### src/design/text_console_character_engine_unit_macros.svh
// ----------------------------------------------------------------------------
// Text console character engine - assertion macros
// Shared property wrappers, clocked on clk with rst_n as the disable.
// ----------------------------------------------------------------------------
`ifndef TEXT_CONSOLE_CHARACTER_ENGINE_UNIT_MACROS_SVH
`define TEXT_CONSOLE_CHARACTER_ENGINE_UNIT_MACROS_SVH

// same-cycle implication
`define TCCE_ASSERT_SAME(label, ante, cons, msg) \
    label: assert property (@(posedge clk) disable iff (!rst_n) (ante) |-> (cons)) \
        else $error(msg);

// next-cycle implication
`define TCCE_ASSERT_NEXT(label, ante, cons, msg) \
    label: assert property (@(posedge clk) disable iff (!rst_n) (ante) |=> (cons)) \
        else $error(msg);

`endif

### src/design/tcce_pkg.sv
// ----------------------------------------------------------------------------
// tcce_pkg
// Types and constants shared by the text console character engine.
// ----------------------------------------------------------------------------
package tcce_pkg;

    localparam int OP_W    = 2;
    localparam int CHAR_W  = 8;
    localparam int COL_W   = 7;
    localparam int ROW_W   = 5;
    localparam int INDEX_W = 11;
    localparam int ATTR_W  = 8;
    localparam int CELL_W  = 16;
    localparam int APB_AW  = 3;
    localparam int APB_DW  = 32;

    localparam logic [OP_W-1:0] OP_PUT   = 2'd0;
    localparam logic [OP_W-1:0] OP_READ  = 2'd1;
    localparam logic [OP_W-1:0] OP_SET   = 2'd2;
    localparam logic [OP_W-1:0] OP_CLEAR = 2'd3;

    localparam logic [CHAR_W-1:0] CH_BS    = 8'h08;
    localparam logic [CHAR_W-1:0] CH_TAB   = 8'h09;
    localparam logic [CHAR_W-1:0] CH_LF    = 8'h0A;
    localparam logic [CHAR_W-1:0] CH_CR    = 8'h0D;
    localparam logic [CHAR_W-1:0] CH_SPACE = 8'h20;

    localparam logic [ATTR_W-1:0] ATTR_RESET = 8'h07;

    localparam logic [APB_AW-3:0] REG_TEXT_ATTRIBUTE = 1'b0;

    typedef enum logic [2:0] {
        ST_IDLE,
        ST_EXEC,
        ST_BLANK,
        ST_CP_RD,
        ST_CP_WR,
        ST_BOTTOM,
        ST_FINISH
    } ctrl_state_t;

    typedef enum logic [2:0] {
        RAM_NONE,
        RAM_EXEC,
        RAM_BLANK,
        RAM_COPY_RD,
        RAM_COPY_WR
    } ram_op_t;

    typedef enum logic [1:0] {
        SW_LINE,
        SW_ALL,
        SW_COPY,
        SW_BOTTOM
    } sweep_sel_t;

    typedef struct packed {
        logic       load_in;
        logic       load_out;
        logic       cur_update;
        ram_op_t    ram_op;
        logic       sweep_load;
        sweep_sel_t sweep_sel;
        logic       sweep_inc;
    } dp_cmd_t;

    typedef struct packed {
        logic clear;
        logic line_feed;
        logic scroll;
        logic scroll_pend;
        logic sweep_last;
    } dp_status_t;

endpackage

### src/design/tcce_ctrl.sv
// ----------------------------------------------------------------------------
// tcce_ctrl
// Sequencer: item execution, line/screen blanking, scroll copy, result handoff.
// ----------------------------------------------------------------------------
`include "text_console_character_engine_unit_macros.svh"

module tcce_ctrl (
    input  logic                 clk,
    input  logic                 rst_n,
    input  logic                 in_valid,
    output logic                 in_stall,
    output logic                 out_valid,
    input  logic                 out_stall,
    input  tcce_pkg::dp_status_t status,
    output tcce_pkg::dp_cmd_t    cmd
);

    import tcce_pkg::*;

    ctrl_state_t state_reg;
    ctrl_state_t state_next;
    logic        out_valid_reg;
    logic        out_valid_next;
    logic        out_free;

    assign out_free = !out_valid_reg || !out_stall;

    always_ff @(posedge clk or negedge rst_n)
    begin
        if (!rst_n)
        begin
            state_reg     <= ST_IDLE;
            out_valid_reg <= 1'b0;
        end
        else
        begin
            state_reg     <= state_next;
            out_valid_reg <= out_valid_next;
        end
    end

    always_comb
    begin
        state_next     = state_reg;
        out_valid_next = out_valid_reg && out_stall;
        in_stall       = 1'b1;
        cmd            = '0;
        cmd.ram_op     = RAM_NONE;
        cmd.sweep_sel  = SW_LINE;
        unique case (state_reg)
            ST_IDLE:
            begin
                in_stall = 1'b0;
                if (in_valid)
                begin
                    cmd.load_in = 1'b1;
                    state_next  = ST_EXEC;
                end
            end
            ST_EXEC:
            begin
                cmd.cur_update = 1'b1;
                cmd.ram_op     = RAM_EXEC;
                if (status.clear)
                begin
                    cmd.sweep_load = 1'b1;
                    cmd.sweep_sel  = SW_ALL;
                    state_next     = ST_BLANK;
                end
                else if (status.line_feed)
                begin
                    cmd.sweep_load = 1'b1;
                    cmd.sweep_sel  = SW_LINE;
                    state_next     = ST_BLANK;
                end
                else if (status.scroll)
                begin
                    cmd.sweep_load = 1'b1;
                    cmd.sweep_sel  = SW_COPY;
                    state_next     = ST_CP_RD;
                end
                else
                begin
                    state_next = ST_FINISH;
                end
            end
            ST_BLANK:
            begin
                cmd.ram_op    = RAM_BLANK;
                cmd.sweep_inc = 1'b1;
                if (status.sweep_last)
                begin
                    if (status.scroll_pend)
                    begin
                        cmd.sweep_load = 1'b1;
                        cmd.sweep_sel  = SW_COPY;
                        state_next     = ST_CP_RD;
                    end
                    else
                    begin
                        state_next = ST_FINISH;
                    end
                end
            end
            ST_CP_RD:
            begin
                cmd.ram_op = RAM_COPY_RD;
                state_next = ST_CP_WR;
            end
            ST_CP_WR:
            begin
                cmd.ram_op    = RAM_COPY_WR;
                cmd.sweep_inc = 1'b1;
                if (status.sweep_last)
                begin
                    cmd.sweep_load = 1'b1;
                    cmd.sweep_sel  = SW_BOTTOM;
                    state_next     = ST_BOTTOM;
                end
                else
                begin
                    state_next = ST_CP_RD;
                end
            end
            ST_BOTTOM:
            begin
                cmd.ram_op    = RAM_BLANK;
                cmd.sweep_inc = 1'b1;
                if (status.sweep_last)
                begin
                    state_next = ST_FINISH;
                end
            end
            ST_FINISH:
            begin
                if (out_free)
                begin
                    cmd.load_out   = 1'b1;
                    out_valid_next = 1'b1;
                    in_stall       = 1'b0;
                    if (in_valid)
                    begin
                        cmd.load_in = 1'b1;
                        state_next  = ST_EXEC;
                    end
                    else
                    begin
                        state_next = ST_IDLE;
                    end
                end
            end
            default:
            begin
                state_next = ST_IDLE;
            end
        endcase
    end

    assign out_valid = out_valid_reg;

    `TCCE_ASSERT_SAME(a_accept_state, !in_stall, state_reg == ST_IDLE || state_reg == ST_FINISH, "item taken while busy")
    `TCCE_ASSERT_SAME(a_load_free, cmd.load_out, !out_valid_reg || !out_stall, "result overwritten")
    `TCCE_ASSERT_NEXT(a_result_shown, cmd.load_out, out_valid_reg, "result not presented")
    `TCCE_ASSERT_NEXT(a_copy_pair, state_reg == ST_CP_RD, state_reg == ST_CP_WR, "copy read without write")
    `TCCE_ASSERT_NEXT(a_short_item, state_reg == ST_EXEC && !status.clear && !status.line_feed && !status.scroll, state_reg == ST_FINISH, "short item did not finish")

endmodule
### config.mk
export PLATFORM = sky130hd
export DESIGN_NAME = tcce_ctrl
export DESIGN_NICKNAME = d
export VERILOG_FILES = /design/src/design/tcce_pkg.sv /design/src/design/tcce_ctrl.sv
export VERILOG_INCLUDE_DIRS = /design/src /design/src/design
export SDC_FILE = /design/constraint.sdc
export NUM_CORES = 1
export LEC_CHECK = 0
export ABC_CLOCK_PERIOD_IN_PS = 2000
export BUFFER_PORTS_ARGS = -buffer_cell sky130_fd_sc_hd__buf_2
export CAP_MARGIN = 20
export CORE_AREA = 2 2 39 41
export CTS_CLUSTER_SIZE = 8
export DETAILED_ROUTE_END_ITERATION = 10
export DIE_AREA = 0 0 41 43
export PLACE_DENSITY = 0.68
export SLEW_MARGIN = 10
export SYNTH_ARGS = -nofsm -noshare
export SYNTH_HDL_FRONTEND = slang
export SYNTH_SLANG_ARGS = --single-unit
### constraint.sdc
create_clock -name clk -period 2 [get_ports clk]
set_input_delay 0.2 -clock clk [delete_from_list [all_inputs] [get_ports clk]]
set_output_delay 0.2 -clock clk [all_outputs]
set_load 0.005 [all_outputs]
---- Word-level counts from Yosys, hierarchy flattened ----
Cells that the tools add are included.
W data, S select, Z words.
cells by class
  eq/ne operators ......................... 10
  reduce and logical (&&, ||, !) cells .... 8
  mux-type cells .......................... 29
operators with widths
  operator              count
  $mux W3               15
  $pmux W3 S7           1
  $pmux W3 S4           1
  $eq A3 B3 Y1 const B  3
  $pmux W3 S3           1
  $mux W1               8
  $ne A2 B2 Y1 const B  4
  $eq A3 B2 Y1 const B  2
  $pmux W1 S2           2
  $reduce_and A4 Y1     1
  $eq A3 B1 Y1 const B  1
  $logic_not A3 Y1      1
  $reduce_or A3 Y1      1
  $logic_not A1 Y1      2
  $mux W2               1
  $reduce_or A2 Y1      1
  $logic_and A1 B1 Y1   1
  $logic_or A1 B1 Y1    1
word-level totals
  bits in registers ....................... 4
  output and inout port bits .............. 12

---- Logic depth before layout (Yosys ltp) ----
Gate-level depths: netlist (run 1).
  depth after elaboration ................. 4
  mapped depth ............................ 5
  gate-level depth less buffers ........... 3

---- Worst setup path after synthesis (run 1) ----
OpenSTA, ideal clock, no wires.
  path type ............................... register -> output
  start ................................... reg state_reg[2]
  end ..................................... out cmd[3] (netlist bit)
  arrival ................................. 1166 ps
  cell stages (with the launch flop) ...... 5
  path slack .............................. 634 ps
  path buffers ............................ 2
  required time ........................... 1800 ps
  cells stage by stage .................... dfrtp_1 -> buf_6 -> buf_6 -> or4b_1 -> nand2_1
RTL lines
  item                    line             text
  from (decl)             tcce_ctrl.sv:20  ctrl_state_t state_reg;
  from (signal assigned)  tcce_ctrl.sv:37  state_reg <= state_next;
  to (decl)               tcce_ctrl.sv:15  output tcce_pkg::dp_cmd_t cmd

==> results by group, run 1 <==
Outcome
  – Status: complete, no violations

Clocking
  – CTS Sinks: 4
  – Clock transition at the registers of the reported paths: 0.04 ns
  – Clk Latency, worst-skew pair: 0.24 ns
  – CTS Buf Count: 3
  – Hold_buf cts: 1
  – Clock buffer depth: 2
  – Clock root buffer: clkbuf_4
  – CTS tree: built
  – Setup bufs post-CTS: 0
  – H-tree levels: 1
  – CTS resizes: 0

STA
  – Final Skew: 0.00665 ns
  – Endpoints failing setup: 0
  – Final worst slack: 0.145 ns
  – Fin. max-slew vios: 0
  – WHS: 0.237 ns
  – Share of the clock period used by the worst path: 92.7%
  – Relative slew margins: 65.4%
  – Hold Fails Final Rpt: 0
  – RSZ-0062 raised after global routing: false
  – Worst-margin pin slew: 0.519 ns
  – Final Critical Period: 1.85 ns
  – Fmax: 0.539 GHz
  – Setup tns final: 0 ns

Final layout
  – Share of cells above drive strength 1: 33.3%
  – Post-layout util: 39.2%
  – Max FFs per register: 3
  – Area grow syn2layout: 25.4%
  – Fin area: 543 um2
  – Final nets: 83
  – Ant. Diodes: 0

GRT
  – Total track usage: 13.5%
  – First-pass GRT wire length: 1.63 mm
  – Vias in the first global route: 400
  – Largest net degree at the start of global routing: 20
  – Antenna violations before repair: 0
  – Global route overflow: 0

Placed design
  – Port bufs: 20
  – Dpl hpwl: 749 um
  – Global placement routability congestion: 0.781
  – Placed Area: 510 um2
  – Setup WS pre-CTS: 0.420 ns

Logic synthesis
  – EDFF count, synth: 0
  – Sequential fraction of the synthesis area: 23.1%
  – Post-Syn Instances: 53
  – Yosys warns: 0
  – Synthesized area: 433 um2
  – Largest area contributor in the netlist: dfrtp_1
  – Main synth FF type: dfrtp_1
  – Post-synth ARST share: 100%
  – Largest cells by area after synthesis: dfrtp_1 (23%), a21oi_1 (5.8%), nor2b_1 (5.8%), a21o_1 (5.2%), buf_6 (5.2%)
  – Yosys top cell area share: 23.1%
  – Top cells by count, synth: a21oi_1 (5), nand2_1 (5), dfrtp_1 (4), nor2b_1 (4)
  – Synth unique cells: 29
  – Syn_nets: 62
  – Mapped Avg Cell Area: 8.17 um2
  – Seq cells post-synth: 4

Drt
  – Detailed Routing Iterations Pass 1: 4
  – Routed wire length: 999 um
  – Initial DRC Count: 4
  – Via count: 468
  – DRC viols: 0
  – ANT nets after route: 0
  – Wire per inst: 11.4 um
  – Vias per cell: 5.32

Floorplan
  – Core area: 1380 um2
  – IO Count: 21
  – Row count: 14
  – Die Width: 41 um
  – Die area: 1760 um2
  – Initial Util: 31.3%
  – Die H: 43 um

Critical path
  – Worst path arrival time: 1.65 ns
  – Worst Setup Start Kind: flip-flop
  – WP data required: 1.80 ns
  – Crit Path Category: flip-flop to primary output
  – CP endpoint kind: primary output
  – Crit-path max FO: 19

Power
  – Max rail drop VDD: 373 uV
  – Pwr Density: 1450 nW/um2
  – LEAKAGE: 0.000278 uW

Job
  – Maximum capacitance violations: 0

Hold path
  – Hold crit path type: input port to flip-flop
[per-layer routing]
metal,track usage (%),share of wire [%],vias to the layer above
li1,-,-,241
met1,18.3,47,204
met2,19.4,44,20
met3,3.66,6.4,3
met4,6.00,1.9,0
met5,0,0,-
[report_power, final]
part,leakage (uW),switching (uW),internal [uW]
Sequential,0.0000498,136,121
Combinational,0.000214,185,244
Clock,0.0000138,32.4,67.0
[final cells by class]
cell class	count	area (um2)
multi-input combinational	43	287
timing repair buffer	21	110
fill	150	841
sequential	4	100
tap	16	20.0
clock buffer	3	22.5
inverter	1	3.75
[through the flow]
stage               std cells  total power [uW]
floorplan                  53               578
finish                     88               786
global route               88               873
global placement           84               678
detailed placement         84               684
CTS                        88               788
[worst paths after layout]
path | start | endpoint | slack [ns] | cells past startpoint
worst max-delay path | state_reg[2]$_DFFE_PN0P_ | cmd[9] | 0.15 | 4
worst min-delay path | out_stall | out_valid$_DFF_PN0_ | 0.24 | 3
worst max register to register | state_reg[0]$_DFFE_PN0P_ | state_reg[0]$_DFFE_PN0P_ | 0.54 | 3
worst min register to register | out_valid$_DFF_PN0_ | out_valid$_DFF_PN0_ | 0.57 | 2
max in group asynchronous | rst_n | state_reg[1]$_DFFE_PN0P_ | 1.59 | 2
min in group asynchronous | rst_n | out_valid$_DFF_PN0_ | 0.29 | 2
[cell families (layout without fill, tap and decap cells)]
logic type | after synthesis | count (layout) | synth area share, %
simple gates | 26 | 26 | 38.4
compound gates | 16 | 16 | 25.4
buf+inv | 6 | 25 | 10.7
flops | 4 | 4 | 23.1
mux | 1 | 1 | 2.31
[worst max-delay path, stage by stage, from the launching register on]
cell and delay [ns]:
dfrtp_1 0.66, a21boi_1 0.26, nor2_1 0.07, nor4b_1 0.26, buf_2 0.17
[cell usage in the layout (no fill, tap or decap), types with 2 or more instances in the layout]
master    instances
buf_2            20
a21oi_1           5
nand2_1           5
nor2b_1           4
dfrtp_1           4
or3_1             3
a21o_1            3
clkbuf_4          3
nor4bb_1          2
nor2_1            2
o21ai_0           2
nand3b_1          2
Note: power is estimated with default switching activity, not from simulation.
==> inputs of run 2 (changes only) <==
--- a/config.mk
+++ b/config.mk
@@ -6,14 +6,18 @@
 export SDC_FILE = /design/constraint.sdc
 export NUM_CORES = 1
 export LEC_CHECK = 0
+export ABC_AREA = 1
 export ABC_CLOCK_PERIOD_IN_PS = 2000
 export BUFFER_PORTS_ARGS = -buffer_cell sky130_fd_sc_hd__buf_2
 export CAP_MARGIN = 20
-export CORE_AREA = 2 2 39 41
+export CELL_PAD_IN_SITES_DETAIL_PLACEMENT = 0
+export CELL_PAD_IN_SITES_GLOBAL_PLACEMENT = 1
+export CORE_ASPECT_RATIO = 0.9
+export CORE_MARGIN = 2
+export CORE_UTILIZATION = 29
 export CTS_CLUSTER_SIZE = 8
 export DETAILED_ROUTE_END_ITERATION = 10
-export DIE_AREA = 0 0 41 43
-export PLACE_DENSITY = 0.68
+export PLACE_DENSITY = 0.87
 export SLEW_MARGIN = 10
 export SYNTH_ARGS = -nofsm -noshare
 export SYNTH_HDL_FRONTEND = slang
==> run 2 against run 1 <==
Cell count rose by 25%. Sequential share of layout area decreased by 0.69 points. Cell area rose by 3.9%. Via count is 15% higher.
==> results by group, run 2 <==
GRT
  – Largest net degree at the start of global routing: 9 (was 20)
  – Antenna violations before repair: 0 (unchanged)
  – First-pass GRT wire length: 1.73 mm (was 1.63 mm)
  – Global route overflow: 0 (unchanged)
  – Vias in the first global route: 437 (was 400)
  – Total track usage: 14.2% (was 13.5%)

Floorplan
  – Core area: 1290 um2 (was 1380 um2)
  – Die H: 40.1 um (was 43 um)
  – IO Count: 21 (unchanged)
  – Row count: 12 (was 14)
  – Initial Util: 32.5% (was 31.3%)
  – Die Width: 44.1 um (was 41 um)
  – Die area: 1770 um2 (was 1760 um2)

Final layout
  – Ant. Diodes: 0 (unchanged)
  – Most frequent cells in the layout: nand2_1 (25), buf_2 (20), nor2_1 (13) (was buf_2 (20), a21oi_1 (5), nand2_1 (5))
  – Max FFs per register: 3 (unchanged)
  – Commonest non-fill, non-tap cell in the layout: nand2_1 (was buf_2)
  – Cell Count, Final, Fillers Out: 110 (was 88)
  – Area grow syn2layout: 34.6% (was 25.4%)
  – Final nets: 107 (was 83)
  – Register area: 100 um2 (unchanged)
  – Multi-input gate area: 277 um2 (was 287 um2)
  – Share of cells above drive strength 1: 35.4% (was 33.3%)
  – # fillers: 141 (was 150)

STA
  – Fin. max-slew vios: 0 (unchanged)
  – Hold Fails Final Rpt: 0 (unchanged)
  – Relative slew margins: 79.6% (was 65.4%)
  – Setup tns final: 0 ns (unchanged)
  – Fmax: 0.601 GHz (was 0.539 GHz)
  – Final worst slack: 0.337 ns (was 0.145 ns)
  – Worst-margin pin slew: 0.307 ns (was 0.519 ns)
  – Share of the clock period used by the worst path: 83.1% (was 92.7%)
  – Final Skew: 0.000247 ns (was 0.00665 ns)
  – Endpoints failing setup: 0 (unchanged)
  – Final Critical Period: 1.66 ns (was 1.85 ns)
  – RSZ-0062 raised after global routing: false (unchanged)
  – WHS: 0.250 ns (was 0.237 ns)

Placed design
  – Dpl hpwl: 877 um (was 749 um)
  – Setup WS pre-CTS: 0.588 ns (was 0.420 ns)
  – Placed Cells: 106 (was 84)
  – Global placement routability congestion: 0.759 (was 0.781)
  – Port bufs: 20 (unchanged)

Clocking
  – Clock transition at the registers of the reported paths: 0.04 ns (about the same)
  – CTS Buf Count: 3 (unchanged)
  – Clk Latency, worst-skew pair: 0.23 ns (was 0.24 ns)
  – Clock buffer depth: 2 (unchanged)
  – CTS tree: built (unchanged)
  – CTS resizes: 0 (unchanged)
  – Setup bufs post-CTS: 0 (unchanged)
  – Hold_buf cts: 1 (unchanged)
  – Clock root buffer: clkbuf_4 (unchanged)
  – H-tree levels: 1 (unchanged)
  – CTS Sinks: 4 (unchanged)

Logic synthesis
  – EDFF count, synth: 0 (unchanged)
  – Syn_nets: 82 (was 62)
  – Sequential fraction of the synthesis area: 23.9% (was 23.1%)
  – Post-synth ARST share: 100% (unchanged)
  – Synthesized area: 419 um2 (was 433 um2)
  – Yosys warns: 0 (unchanged)
  – Synth unique cells: 16 (was 29)
  – Largest cells by area after synthesis: dfrtp_1 (24%), nand2_1 (22%), nor2_1 (12%), nand3_1 (8.4%), inv_1 (5.4%) (was dfrtp_1 (23%), a21oi_1 (5.8%), nor2b_1 (5.8%), a21o_1 (5.2%), buf_6 (5.2%))
  – Mapped Avg Cell Area: 5.74 um2 (was 8.17 um2)
  – Seq cells post-synth: 4 (unchanged)
  – Top cells by count, synth: nand2_1 (25), nor2_1 (13), nand3_1 (7) (was a21oi_1 (5), nand2_1 (5), dfrtp_1 (4), nor2b_1 (4))
  – Cell with the most instances after synthesis: nand2_1
  – Main synth FF type: dfrtp_1 (unchanged)
  – Post-Syn Instances: 73 (was 53)
  – Largest area contributor in the netlist: dfrtp_1 (unchanged)
  – Yosys top cell area share: 23.9% (was 23.1%)

Power
  – Pwr Density: 1490 nW/um2 (was 1450 nW/um2)
  – Final total power: 842 uW (was 786 uW)
  – Max rail drop VDD: 532 uV (was 373 uV)
  – LEAKAGE: 0.000357 uW (was 0.000278 uW)

Critical path
  – WP data required: 1.80 ns (about the same)
  – CP endpoint kind: primary output (unchanged)
  – Worst path arrival time: 1.46 ns (was 1.65 ns)
  – Path depth of the worst reg2reg path: 6 (was 3)
  – R2R Path Start: state_reg[1]$_DFFE_PN0P_ (was state_reg[0]$_DFFE_PN0P_)
  – Worst r2r dst: state_reg[2]$_DFFE_PN0P_ (was state_reg[0]$_DFFE_PN0P_)
  – Crit-path max FO: 7 (was 19)
  – Worst Setup Start Kind: flip-flop (unchanged)
  – Crit Path Category: flip-flop to primary output (unchanged)
  – Flop-to-flop setup slack: 0.72 ns (was 0.54 ns)

Hold path
  – Hold crit path type: input port to flip-flop (unchanged)
  – Worst Hold Depth: 3 (unchanged)
  – HP Start: out_stall (unchanged)
  – Hold Path End: out_valid$_DFF_PN0_ (unchanged)

Outcome
  – Status: complete, no violations (unchanged)

Drt
  – Routed wire length: 1.10 mm (was 999 um)
  – DRC viols: 0 (unchanged)
  – ANT nets after route: 0 (unchanged)
  – Via count: 540 (was 468)
  – Vias per cell: 4.91 (was 5.32)
  – Detailed Routing Iterations Pass 1: 4 (unchanged)
  – Initial DRC Count: 19 (was 4)
  – Wire per inst: 9.97 um (was 11.4 um)

Job
  – Maximum capacitance violations: 0 (unchanged)
## run 2: area by class of cell
class,instances,share of cell area (%)
tap,14,3.10
timing repair buffer,21,19.5
sequential,4,17.7
clock buffer,3,3.99
multi-input combinational,58,49.0
inverter,10,6.65
## run 2: logic make-up (layout without fill, tap and decap cells)
family	after synthesis	after routing	share of synthesized area (%)
AO/OA/AOI/OAI	7	7	10.1
flip-flops	4	4	23.9
buffers and inverters	11	34	10.1
AND/OR/NAND/NOR	51	51	55.8
## run 2: worst max path at each step
| stage | start | to | slack (ns) | depth (start not counted) |
|---|---|---|---|---|
| after floorplan | state_reg[1]$_DFFE_PN0P_ | cmd[2] | 0.80 | 5 |
| after global placement | state_reg[1]$_DFFE_PN0P_ | cmd[2] | 0.57 | 6 |
| after detailed placement | state_reg[1]$_DFFE_PN0P_ | cmd[2] | 0.59 | 6 |
| after CTS | state_reg[1]$_DFFE_PN0P_ | cmd[2] | 0.34 | 6 |
| after global routing | state_reg[1]$_DFFE_PN0P_ | cmd[2] | 0.24 | 6 |
| final | state_reg[1]$_DFFE_PN0P_ | cmd[2] | 0.34 | 6 |
## run 2: through the flow
step	area, um2	util [%]
after CTS	564	43.7
after global routing	564	43.7
after floorplan	419	-
after detailed placement	532	41.2
final	564	43.7
after global placement	532	41.2
## run 2: power by group
| part | leakage, uW | internal, uW | switching, uW |
|---|---|---|---|
| clock network | 0.0000138 | 66.9 | 30.2 |
| logic | 0.000292 | 224 | 327 |
| registers | 0.0000507 | 121 | 73.1 |
## run 2: worst max-delay path: stages, from the launching register on
cell and delay (ns):
dfrtp_1 0.47, nor2_2 0.26, nand2_1 0.14, inv_2 0.10
o21ai_2 0.06, o21ai_0 0.06, buf_2 0.13
## run 2: routing by layer
metal	vias up	wire length, um	GRT usage [%]
met4	0	14	9.09
met2	18	535	23.5
met3	2	60	4.05
li1	278	-	-
met5	-	0	0
met1	242	486	16.3
